--- src/design/esd_pkg.sv ---
package esd_pkg;

  localparam logic [7:0] ESC_CODE     = 8'h1B;
  localparam logic [7:0] CH_BACKSLASH = 8'h5C;
  localparam logic [7:0] CH_X         = 8'h78;
  localparam logic [4:0] OCT_BASE     = 5'd8;
  localparam logic [4:0] HEX_BASE     = 5'd16;
  localparam logic [1:0] OCT_DIGITS   = 2'd3;
  localparam logic [1:0] HEX_DIGITS   = 2'd2;
  localparam logic [4:0] NOT_DIGIT    = 5'd31;
  localparam int unsigned QUEUE_DEPTH = 2;

  typedef enum logic [1:0] {
    MODE_TEXT   = 2'd0,
    MODE_ESCAPE = 2'd1,
    MODE_NUMBER = 2'd2
  } scan_mode_t;

  typedef struct packed {
    logic       op;
    logic [7:0] text_byte;
  } in_item_t;

  typedef struct packed {
    logic [7:0] out_byte;
    logic       run_last;
    logic       text_end;
  } out_item_t;

  typedef struct packed {
    scan_mode_t mode;
    logic       number_is_hex;
    logic [1:0] digits_taken;
    logic [7:0] number_value;
  } scan_state_t;

  typedef struct packed {
    scan_state_t          state;
    logic [1:0]           count;
    out_item_t [1:0]      res;
  } decode_t;

  localparam scan_state_t STATE_RESET = '{MODE_TEXT, 1'b0, 2'd0, 8'd0};

  // Digit value of 0-9, a-f, A-F; anything else reads as NOT_DIGIT.
  function automatic logic [4:0] digit_of(input logic [7:0] ch);
    logic [4:0] d;
    d = NOT_DIGIT;
    if (ch >= 8'h30 && ch <= 8'h39) d = 5'(ch - 8'h30);
    else if (ch >= 8'h61 && ch <= 8'h66) d = 5'(ch - 8'h57);
    else if (ch >= 8'h41 && ch <= 8'h46) d = 5'(ch - 8'h37);
    return d;
  endfunction

endpackage

--- src/design/esd_decode.sv ---
module esd_decode (
  input  esd_pkg::scan_state_t state,
  input  esd_pkg::in_item_t    item,
  output esd_pkg::decode_t     dec
);

  logic [7:0]  ch;
  logic [4:0]  d;
  logic [4:0]  base;
  logic [1:0]  maxd;
  logic [1:0]  digits_inc;
  logic [7:0]  value_inc;
  logic        to_text;

  assign ch = item.text_byte;

  always_comb begin
    d          = esd_pkg::digit_of(ch);
    base       = state.number_is_hex ? esd_pkg::HEX_BASE : esd_pkg::OCT_BASE;
    maxd       = state.number_is_hex ? esd_pkg::HEX_DIGITS : esd_pkg::OCT_DIGITS;
    digits_inc = state.digits_taken + 2'd1;
    value_inc  = state.number_is_hex ? {state.number_value[3:0], d[3:0]}
                                     : {state.number_value[4:0], d[2:0]};
    to_text    = 1'b0;

    dec.state = state;
    dec.count = 2'd0;
    dec.res   = '0;

    if (item.op) begin
      // Flush a pending number; anything else is dropped.
      if (state.mode == esd_pkg::MODE_NUMBER) begin
        dec.count = 2'd1;
        dec.res[0] = '{state.number_value, 1'b1, 1'b1};
      end
      dec.state = esd_pkg::STATE_RESET;
    end else begin
      case (state.mode)
        esd_pkg::MODE_ESCAPE: begin
          dec.state.mode = esd_pkg::MODE_TEXT;
          dec.count = 2'd1;
          dec.res[0] = '{ch, 1'b1, 1'b0};
          case (ch)
            8'h61: dec.res[0].out_byte = 8'h07;            // a
            8'h62: dec.res[0].out_byte = 8'h08;            // b
            8'h65: dec.res[0].out_byte = esd_pkg::ESC_CODE; // e
            8'h66: dec.res[0].out_byte = 8'h0C;            // f
            8'h6E: dec.res[0].out_byte = 8'h0A;            // n
            8'h72: dec.res[0].out_byte = 8'h0D;            // r
            8'h74: dec.res[0].out_byte = 8'h09;            // t
            8'h76: dec.res[0].out_byte = 8'h0B;            // v
            esd_pkg::CH_X: begin
              dec.count = 2'd0;
              dec.state = '{esd_pkg::MODE_NUMBER, 1'b1, 2'd0, 8'd0};
            end
            default: begin
              if (ch inside {[8'h30:8'h37]}) begin
                dec.count = 2'd0;
                dec.state = '{esd_pkg::MODE_NUMBER, 1'b0, 2'd1, {5'd0, ch[2:0]}};
              end
            end
          endcase
        end
        esd_pkg::MODE_NUMBER: begin
          if (d < base) begin
            if (digits_inc >= maxd) begin
              dec.count = 2'd1;
              dec.res[0] = '{value_inc, 1'b1, 1'b0};
              dec.state = esd_pkg::STATE_RESET;
            end else begin
              dec.state.digits_taken = digits_inc;
              dec.state.number_value = value_inc;
            end
          end else begin
            // Emit the value, then treat the byte as normal text.
            dec.count = 2'd1;
            dec.res[0] = '{state.number_value, 1'b1, 1'b0};
            dec.state = esd_pkg::STATE_RESET;
            to_text = 1'b1;
          end
        end
        default: begin
          to_text = 1'b1;
        end
      endcase

      if (to_text) begin
        dec.state.mode = esd_pkg::MODE_TEXT;
        if (ch == esd_pkg::CH_BACKSLASH) begin
          dec.state.mode = esd_pkg::MODE_ESCAPE;
        end else if (dec.count == 2'd1) begin
          dec.res[0].run_last = 1'b0;
          dec.res[1] = '{ch, 1'b1, 1'b0};
          dec.count = 2'd2;
        end else begin
          dec.res[0] = '{ch, 1'b1, 1'b0};
          dec.count = 2'd1;
        end
      end
    end
  end

endmodule

--- src/design/escape_sequence_decoder.sv ---
// Two register stages (input register, result queue); an accepted item is decoded from the
// input register and its first result is offered from the queue once the item moves on.
// Throughput: one item per cycle while each item's result set fits into the queue; the
// decoder does all work for an item in one pass. A two-result item waits in the input
// register unless the queue is empty once the head leaves; output stalls also hold items.
// Reset (rst, synchronous): scan state returns to normal text, queue and input register empty.
module escape_sequence_decoder (
  input  logic                 clk,
  input  logic                 rst,
  input  logic                 text_valid,
  output logic                 text_stall,
  input  esd_pkg::in_item_t    text_item,
  output logic                 dec_valid,
  input  logic                 dec_stall,
  output esd_pkg::out_item_t   dec_item
);

  // Input register
  logic                 ir_valid;
  esd_pkg::in_item_t    ir_item;

  // Scan state
  esd_pkg::scan_state_t state;

  // Result queue, entry 0 is the head
  esd_pkg::out_item_t [esd_pkg::QUEUE_DEPTH-1:0] q;
  esd_pkg::out_item_t [esd_pkg::QUEUE_DEPTH-1:0] q_next;
  logic [1:0]           cnt;
  logic [1:0]           cnt_next;

  esd_pkg::decode_t     dec;
  logic                 pop;
  logic                 move;
  logic [1:0]           base;
  logic [1:0]           free;

  esd_decode u_decode (
    .state (state),
    .item  (ir_item),
    .dec   (dec)
  );

  assign dec_valid = (cnt != 2'd0);
  assign dec_item  = q[0];
  assign pop       = dec_valid && !dec_stall;

  // Entries still held once the head leaves, and the room that remains.
  assign base = cnt - {1'b0, pop};
  assign free = 2'(esd_pkg::QUEUE_DEPTH) - base;

  // Advance the input register only when its whole result set fits.
  assign move       = ir_valid && (dec.count <= free);
  assign text_stall = ir_valid && !move;

  always_comb begin
    q_next   = q;
    cnt_next = base;
    if (pop) begin
      q_next[0] = q[1];
    end
    if (move) begin
      if (dec.count != 2'd0) begin
        q_next[base[0]] = dec.res[0];
      end
      if (dec.count == 2'd2) begin
        // Two results only fit into an empty queue.
        q_next[1] = dec.res[1];
      end
      cnt_next = base + dec.count;
    end
  end

  always_ff @(posedge clk) begin
    if (rst) begin
      ir_valid <= 1'b0;
      state    <= esd_pkg::STATE_RESET;
      cnt      <= 2'd0;
    end else begin
      // Load a fresh item, or drop the one that just moved on.
      if (text_valid && !text_stall) begin
        ir_valid <= 1'b1;
      end else if (move) begin
        ir_valid <= 1'b0;
      end
      if (move) begin
        state <= dec.state;
      end
      cnt <= cnt_next;
    end
  end

  always_ff @(posedge clk) begin
    if (text_valid && !text_stall) begin
      ir_item <= text_item;
    end
    q <= q_next;
  end

`ifndef SYNTHESIS
  a_cnt_bound: assert property (@(posedge clk) disable iff (rst)
    cnt <= 2'(esd_pkg::QUEUE_DEPTH))
    else $error("result queue overfilled");

  a_ir_hold: assert property (@(posedge clk) disable iff (rst)
    (ir_valid && !move) |=> (ir_valid && ir_item == $past(ir_item)))
    else $error("held item lost or changed");

  a_flush_text: assert property (@(posedge clk) disable iff (rst)
    (move && ir_item.op) |=> (state.mode == esd_pkg::MODE_TEXT))
    else $error("end of text left scan outside normal text");

  a_hex_digits: assert property (@(posedge clk) disable iff (rst)
    (state.mode == esd_pkg::MODE_NUMBER && state.number_is_hex)
      |-> (state.digits_taken < esd_pkg::HEX_DIGITS))
    else $error("hex number held at full length");

  a_oct_digits: assert property (@(posedge clk) disable iff (rst)
    (state.mode == esd_pkg::MODE_NUMBER && !state.number_is_hex)
      |-> (state.digits_taken != 2'd0 && state.digits_taken < esd_pkg::OCT_DIGITS))
    else $error("octal digit count out of range");
`endif

endmodule

--- config.mk ---
export PLATFORM = sky130hd
export DESIGN_NAME = escape_sequence_decoder
export DESIGN_NICKNAME = d
export VERILOG_FILES = /design/src/design/esd_pkg.sv /design/src/design/esd_decode.sv /design/src/design/escape_sequence_decoder.sv
export SDC_FILE = /design/constraint.sdc
export NUM_CORES = 1
export LEC_CHECK = 0
export ABC_AREA = 1
export BUFFER_PORTS_ARGS = -buffer_cell sky130_fd_sc_hd__buf_2
export CORE_UTILIZATION = 50
export CTS_CLUSTER_DIAMETER = 120
export CTS_CLUSTER_SIZE = 24
export DETAILED_ROUTE_END_ITERATION = 7
export PLACE_DENSITY = 0.78
export SYNTH_ARGS = -nofsm -noshare
export SYNTH_HDL_FRONTEND = slang
export SYNTH_SLANG_ARGS = --single-unit
--- constraint.sdc ---
create_clock -name clk -period 12.72 [get_ports clk]
set_input_delay 1.908 -clock clk [delete_from_list [all_inputs] [get_ports clk]]
set_output_delay 1.908 -clock clk [all_outputs]
set_load 0.1 [all_outputs]
==> flow_summary.ini, run 1 <==
[yosys]
ys_ff_latch = 45
synth.distinct_cells = 39
synth_common_cells = nand2_1 (189), inv_1 (52), nand3_1 (46)
synthCells = 500
yosysTopAreaCellShare_pct = 21.5
netlist_area_um2 = 3310
synth_area_leaders = nand2_1 (21%), edfxtp_1 (17%), dfxtp_1 (16%), nand3_1 (7.0%), inv_1 (5.9%)
yosysWarningCount = 0
syn_nets = 528
ys.flop_type = dfxtp_1
synth_edf_count = 19
synth_async_sr_flop_share_pct = 0
yosys.area.top_type = nand2_1
syn_avg_cell_area_um2 = 6.61
seq_area_frac_synth_pct = 33.0
yosysMostFrequentCell = nand2_1

[final_layout]
syn_to_final_growth_pct = 4.81
nets = 538
final_area_um2 = 3470
n_fill_cell = 624
drive_gt1_share_pct = 11.8
n_antenna_cell = 0

[clock_tree]
cts.path.max_buffers = 2
cts_made_buffers = 5
cts.sinks = 45
clk_pin_slew_worst_paths_ps = 80
cts-resized-gates = 0
insertion_delay_ps = 290
ctsHoldBuffers = 0
cts_max_level = 2
cts_root_buf = clkbuf_8
cts_tree = done
post-cts-setup-buffers = 0

[global_route]
grt-busiest-layer = met2
grt_max_degree = 15
overflow = 0
met2_usage_pct = 39.3
grtUsageMet1_pct = 28.5
grt_pass1_vias = 2966
antenna_found_initial = 0
use_met3_pct = 4.27
grt_first_pass_wirelength_mm = 13.2
grt_usage_pct = 23.4

[critical_path]
r2r_slack_ps = 7570
critPathMaxFanout = 14
worstSetupPathType = reg -> out
slowest_stage = edfxtp_1
arrival_ps = 4690
critPathBufInv = 6
startpoint_type = flip-flop
critPathCaptureType = primary output
max_stage_delay_ps = 490
cpLargestDelayFamily = simple AND/OR/NAND/NOR gates
critical_path_required_ps = 10810

[sta]
finalCritPeriodShare_pct = 51.9
rsz0062_at_grt = no
setup_viol_count_final = 0
tightest_slew_ps = 836
slew_viol_final = 0
fmax_ghz = 0.152
fin_crit_ps = 6600
final-hold-violation-count = 0
slew_headroom_pct = 44.3
finClkSkew_ps = 5.95
fin_tns_setup_ps = 0

[routing]
drc = 0
drtIter0Drc = 242
firstDrtPassIters = 6
drt-total-wl_mm = 7.78
ant_nets = 0
vias = 3162
avgRoutedWirePerCell_um = 13.3
viasPerCell = 5.39

[power]
p_sw_share_pct = 54.1
switchingPower_mw = 0.382
pwr-share-clk_pct = 11.5
power_frac_seq_pct = 30.2
vdd_ir_drop_max_mv = 0.146
internal-power_mw = 0.324
power_density_nw_per_um2 = 204
combPwrFrac_pct = 58.3
p_leak_nw = 1.73

[die]
die_w_um = 83.3
die_area_um2 = 6940
start_util_pct = 52.1
die_h_um = 83.3
rows = 29
core-area_um2 = 6350
pin_count = 25

[hold_path]
hold_path_class = reg -> reg

[outcome]
outcome = finished, final reports clean

[job]
maxCapViolCount = 0

[placed_design]
gp_congestion = 0.981
dp_hpwl_mm = 6.13
io_buffers = 24
dpl_cell_area_um2 = 3390
-- per-stage QoR --
stage	std cells	util, %	worst slack, ps	hold WS, ps	total power, mW
final	587	54.6	6120	483	0.706
after global routing	587	54.6	5720	507	0.759
after CTS	587	54.6	6150	490	0.705
after detailed placement	580	53.4	6450	480	0.625
after global placement	580	53.4	6510	466	0.616
after floorplan	500	-	6150	458	0.578
-- state kept, by name (all words and copies together) (netlist names) --
register	count
dec_item	10
q	10
ir_item	9
state	13
cnt	2
ir_valid	1
-- cells in the final DEF (no fill, tap or decap), drive strengths merged --
master and count:
o21a 1, xnor2 2, a21oi 20, nand4 8, clkinv 3, inv 58
o311ai 1, a31oi 2, nand3 51, nand2 200, nand3b 2, nor2 31
a22o 2, o211ai 4, o21ai 19, o22ai 3, clkbuf 6, xor2 1
buf 25, nor4 1, edfxtp 19, dfxtp 26, and3 1, nor3 4
a22oi 3, ha 15, or2 1, o21bai 1
-- final timing paths --
kind,cells after the start,endpoint,from
max,27,text_stall,ir_item[0]
min,2,state[9],state[9]
max reg2reg,33,state[5],ir_item[0]
min reg2reg,2,state[9],state[9]
-- cell families (layout without fill, tap and decap cells) --
group / after synthesis / in the layout / share of synthesized area [%]
compound gates: 56 / 56 / 9.80
xor+xnor: 3 / 3 / 0.795
buf+inv: 82 / 92 / 11.1
simple gates: 299 / 299 / 39.7
fa+ha+maj: 15 / 15 / 5.68
flops: 45 / 45 / 33.0
-- power by group through the flow --
stage / clock network (mW) / registers, mW / logic (mW)
6_report: 0.0810 / 0.213 / 0.412
5_1_grt: 0.0863 / 0.218 / 0.454
4_1_cts: 0.0824 / 0.213 / 0.410
3_5_place_dp: 0 / 0.216 / 0.409
3_3_place_gp: 0 / 0.215 / 0.401
2_1_floorplan: 0 / 0.206 / 0.371
-- routing by layer --
layer / part of all wire (%) / vias up / wire (µm)
li1: - / 1624 / -
met1: 43 / 1383 / 3350
met2: 46 / 132 / 3550
met3: 8.0 / 23 / 620
met4: 3.4 / 0 / 263
met5: 0 / - / 0
-- worst register-to-register path: cells and delay by family (launching register included) --
kind	cells	cell delay (ps)
buffers and inverters	8	1000
AOI/OAI and AO/OA	3	480
adders and majority gates	4	1000
and+or+nand+nor	18	2110
DFF	1	490
-- cell type report --
type	instances	area, µm²	share of cell area, %
Multi-Input combinational cell	373	1850	53.4
Sequential cell	45	1090	31.5
Inverter	60	225	6.50
Timing Repair Buffer	25	128	3.68
Tap cell	77	96.3	2.78
Clock buffer	6	72.6	2.09
Clock inverter	1	3.75	0.108
Note: power is estimated with default switching activity, not from simulation.
==> run 2: changes to the inputs <==
- clock period: 12.72 -> 6.1 ns (I/O delays scaled with it)
==> flow_summary.ini, run 2 (synthesized netlist as in run 1, its figures left out) <==
[routing]
drc = 0
viasPerCell = 5.39
avgRoutedWirePerCell_um = 13.1
drt-total-wl_mm = 7.72
ant_nets = 0
vias = 3175
drtIter0Drc = 208
firstDrtPassIters = 5

[final_layout]
final_area_um2 = 3480
syn_to_final_growth_pct = 5.15
final_cell_mix = nand2_1 (189), inv_1 (52), nand3_1 (46)
final_common_cell = nand2_1
n_fill_cell = 605
nets = 539
drive_gt1_share_pct = 11.9
n_antenna_cell = 0
largest_reg_flops = 13
largest-register = state

[clock_tree]
cts-resized-gates = 0
post-cts-setup-buffers = 0
cts_made_buffers = 5
cts_max_level = 2
clk_pin_slew_worst_paths_ps = 80
insertion_delay_ps = 300
cts_tree = done
ctsHoldBuffers = 0
cts.path.max_buffers = 2
cts.sinks = 45
cts_root_buf = clkbuf_8

[sta]
slew_viol_final = 0
final-hold-violation-count = 0
rsz0062_at_grt = no
setup_viol_count_final = 0
fin_crit_ps = 5550
tightest_slew_ps = 671
fin_tns_setup_ps = 0
slew_headroom_pct = 55.1
finalCritPeriodShare_pct = 91.0
finClkSkew_ps = 6.95
fmax_ghz = 0.180

[global_route]
antenna_found_initial = 0
grt_max_degree = 15
grt_usage_pct = 22.9
overflow = 0
grt_first_pass_wirelength_mm = 12.9
grt_pass1_vias = 2843

[outcome]
outcome = finished, final reports clean

[power]
vdd_ir_drop_max_mv = 0.333
power_density_nw_per_um2 = 426
p_leak_nw = 1.74

[die]
die_h_um = 83.3
die_area_um2 = 6940
rows = 29
core-area_um2 = 6350
pin_count = 25
start_util_pct = 52.1
die_w_um = 83.3

[critical_path]
critPathMaxFanout = 14
critical_path_required_ps = 5180
r2r_slack_ps = 980
arrival_ps = 4630
startpoint_type = flip-flop
worstSetupPathType = reg -> out
critPathCaptureType = primary output

[hold_path]
hold_path_class = reg -> reg

[placed_design]
dp_hpwl_mm = 6.11
gp_congestion = 1.03
io_buffers = 24
dpl_cell_area_um2 = 3400

[job]
maxCapViolCount = 0
-- run 2: cell count changes in the layout (fill, tap and decap cells not counted) --
cell,delta
clkinv_1,-1
clkbuf_1,+2
buf_4,+1
-- run 2: critical path: stages, from the launching register on --
cell      delay, ps
edfxtp_1        490
inv_1           230
ha_1            250
inv_1            70
nand2_1          70
nand4_1         130
nand2_1         160
inv_1            90
nand3_2         100
nand2_1          60
ha_1            300
nand2_2         110
nand3_2         110
nand2_2         100
nand2_2          70
nand2_4         140
inv_1            60
ha_1            280
nand3b_1        150
nand2_1          60
inv_1            50
nand2_2          80
nand2_2         100
ha_1            330
nand2_1          60
o21ai_0         100
nor2_1          140
buf_2           440
-- run 2: per-layer routing --
metal / GRT usage [%] / share of wire, % / up-vias
li1: - / - / 1627
met1: 28.3 / 44 / 1378
met2: 37.3 / 44 / 139
met3: 5.57 / 7.9 / 31
met4: 11.0 / 4.1 / 0
met5: 0 / 0 / -
-- run 2: final timing paths --
check,from,to,cells after the start
setup / recovery,ir_item[0],text_stall,27
hold / removal,state[9],state[9],2
setup reg to reg,ir_item[0],state[5],33
hold reg to reg,state[9],state[9],2
-- run 2: area by class of cell --
cell class	count	area, µm²	area share (%)
well taps	77	96.3	2.77
repair buffers	26	135	3.89
inverters	60	225	6.48
clock buffers	8	80.1	2.30
flip-flops and latches	45	1090	31.4
multi-input cells	373	1850	53.2
-- run 2: per-stage QoR --
stage	instances	worst slack [ps]	utilization, %	hold slack (ps)	power (mW)
4_1_cts	589	568	54.8	484	1.49
6_report	589	550	54.8	484	1.48
5_1_grt	589	9.36	54.8	511	1.59
3_3_place_gp	581	1040	53.5	468	1.30
3_5_place_dp	581	897	53.5	471	1.31
2_1_floorplan	500	526	-	458	1.20
-- run 2: where the power goes --
part           leakage [nW]  switching (mW)  internal [mW]
registers             0.394          0.0478          0.396
logic                  1.30           0.657          0.205
clock network        0.0395          0.0959         0.0815
total                  1.74           0.801          0.682
==> run 3: changes to the inputs <==
- ABC_AREA: 1 -> unset
==> flow_summary.ini, run 3 <==
[die]
rows = 29
die_h_um = 82.7
die_area_um2 = 6830
die_w_um = 82.7
core-area_um2 = 6310
pin_count = 25
start_util_pct = 51.5

[final_layout]
n_antenna_cell = 0
n_fill_cell = 570
final_common_cell = nand2_1
final_area_um2 = 3640
syn_to_final_growth_pct = 11.8
nets = 411
largest_reg_flops = 13
final_cell_mix = nand2_1 (28), a21oi_1 (27), dfxtp_1 (26)
drive_gt1_share_pct = 21.6
largest-register = state

[clock_tree]
cts_root_buf = clkbuf_8
cts.path.max_buffers = 2
ctsHoldBuffers = 0
cts_max_level = 2
clk_pin_slew_worst_paths_ps = 90
cts_made_buffers = 5
cts.sinks = 45
cts_tree = done
insertion_delay_ps = 310

[power]
switchingPower_mw = 0.700
internal-power_mw = 0.757
power_frac_seq_pct = 29.0
vdd_ir_drop_max_mv = 0.359
power_density_nw_per_um2 = 401
pwr-share-clk_pct = 18.9
combPwrFrac_pct = 52.1
total_power_mw = 1.46
p_sw_share_pct = 48.0
p_leak_nw = 1.42

[sta]
final-hold-violation-count = 0
slew_viol_final = 0
slew_headroom_pct = 50.1
setup_viol_count_final = 0
fmax_ghz = 0.171
finalCritPeriodShare_pct = 95.7
finClkSkew_ps = 9.93
fin_crit_ps = 5830
tightest_slew_ps = 745

[job]
maxCapViolCount = 0

[routing]
drtIter0Drc = 202
vias = 2842
firstDrtPassIters = 4
avgRoutedWirePerCell_um = 17.9
drt-total-wl_mm = 8.26
viasPerCell = 6.16
drc = 0
ant_nets = 0

[yosys]
synth_edf_count = 19
syn_nets = 395
yosysMostFrequentCell = nand2_1
synth_common_cells = nand2_1 (28), a21oi_1 (27), dfxtp_1 (26)
syn_avg_cell_area_um2 = 8.86
synthCells = 367
yosys.area.top_type = edfxtp_1
synth.distinct_cells = 76
yosysTopAreaCellShare_pct = 17.5
netlist_area_um2 = 3250
ys_ff_latch = 45
seq_area_frac_synth_pct = 33.5
yosysWarningCount = 0
synth_async_sr_flop_share_pct = 0
ys.flop_type = dfxtp_1
synth_area_leaders = edfxtp_1 (18%), dfxtp_1 (16%), mux2i_1 (6.2%), ha_1 (5.8%), a21oi_1 (4.2%)

[global_route]
overflow = 0
grt_first_pass_wirelength_mm = 12.9
grt_usage_pct = 25.3
antenna_found_initial = 0
grt_pass1_vias = 2632
grt_max_degree = 21

[critical_path]
startpoint_type = flip-flop
worstSetupPathType = reg -> out
critical_path_required_ps = 5180
critPathCaptureType = primary output
r2r_end = state[0]
r2r_slack_ps = 420
critPathCapture = text_stall
cp-startpoint = ir_item[0]
critPathMaxFanout = 6
arrival_ps = 4920
r2r_cells = 26
reg2reg_from = ir_item[0]

[hold_path]
hold_path_depth = 2
min_from = state[12]
hold_path_class = reg -> reg

[placed_design]
gp_congestion = 0.989
dp_hpwl_mm = 6.12
io_buffers = 24
dpl_cell_area_um2 = 3400

[outcome]
outcome = finished, final reports clean
## run 3: cell count changes in the layout (fill, tap and decap cells not counted), moves of 9 or more
cell	delta
inv_1	-30
nand3_1	-40
nand2_2	-9
mux2i_1	+20
buf_4	+17
nand2_1	-161
## run 3: worst min-delay path by stage
stage,to
global route,state[12]
detailed placement,state[12]
finish,state[12]
CTS,state[12]
global placement,state[12]
floorplan,state[12]
## run 3: logic make-up after synthesis
logic type	share of synthesized area (%)
mux	8.35
fa+ha+maj	5.77
flops	33.5
simple gates	19.5
xor+xnor	1.08
compound gates	23.7
buf+inv	8.15
## run 3: worst max-delay path: stages, from the launching register on
cell	delay, ps
edfxtp_1	420
buf_4	140
ha_2	230
nor2_1	50
a2111o_1	450
o21ai_4	200
o211ai_1	110
ha_1	300
or2_2	360
o21ai_0	160
a21oi_1	100
o21ai_2	130
inv_2	120
ha_4	280
and3_1	170
a311oi_2	320
o31ai_4	160
ha_1	340
nand2_1	70
o21ai_1	80
inv_1	60
nand2_1	70
inv_1	120
buf_12	180
## run 3: layer usage
| metal | up-vias | track usage, % | share of wire (%) | wire (µm) |
|---|---|---|---|---|
| met3 | 15 | 4.73 | 5.6 | 461 |
| met1 | 1354 | 31.9 | 44 | 3590 |
| met5 | - | 0 | 0 | 0 |
| met2 | 97 | 43.2 | 48 | 4010 |
| met4 | 0 | 8.45 | 2.4 | 198 |
| li1 | 1376 | - | - | - |
## run 3: area by class of cell
cell class	count	area (µm²)	area share, %
clock buffer	5	68.8	1.89
clock inverter	3	68.8	1.89
inverter	23	86.3	2.37
multi-input combinational	265	1950	53.6
sequential	45	1090	30.0
tap	77	96.3	2.65
timing repair buffer	43	278	7.64
## run 3: stage by stage
step	TNS (ps)	utilization, %	hold slack [ps]	setup slack [ps]	instances
2_1_floorplan	0	-	453	158	367
4_1_cts	0	56.1	482	48.5	455
3_5_place_dp	0	53.9	469	229	447
5_1_grt	-32.1	57.6	529	-32.1	461
3_3_place_gp	0	53.9	467	548	447
6_report	0	57.6	487	265	461
## run 3: repair_timing
item                       CTS  global route
setup endpoints to repair    0            22
resized for setup            0             9
setup buffers                0             6
## run 3: power groups by stage
| stage | Combinational [mW] | Sequential, mW | Clock (mW) |
|---|---|---|---|
| global route | 0.814 | 0.433 | 0.289 |
| detailed placement | 0.741 | 0.430 | 0 |
| global placement | 0.731 | 0.428 | 0 |
| finish | 0.759 | 0.423 | 0.276 |
| CTS | 0.744 | 0.423 | 0.280 |
| floorplan | 0.665 | 0.413 | 0 |
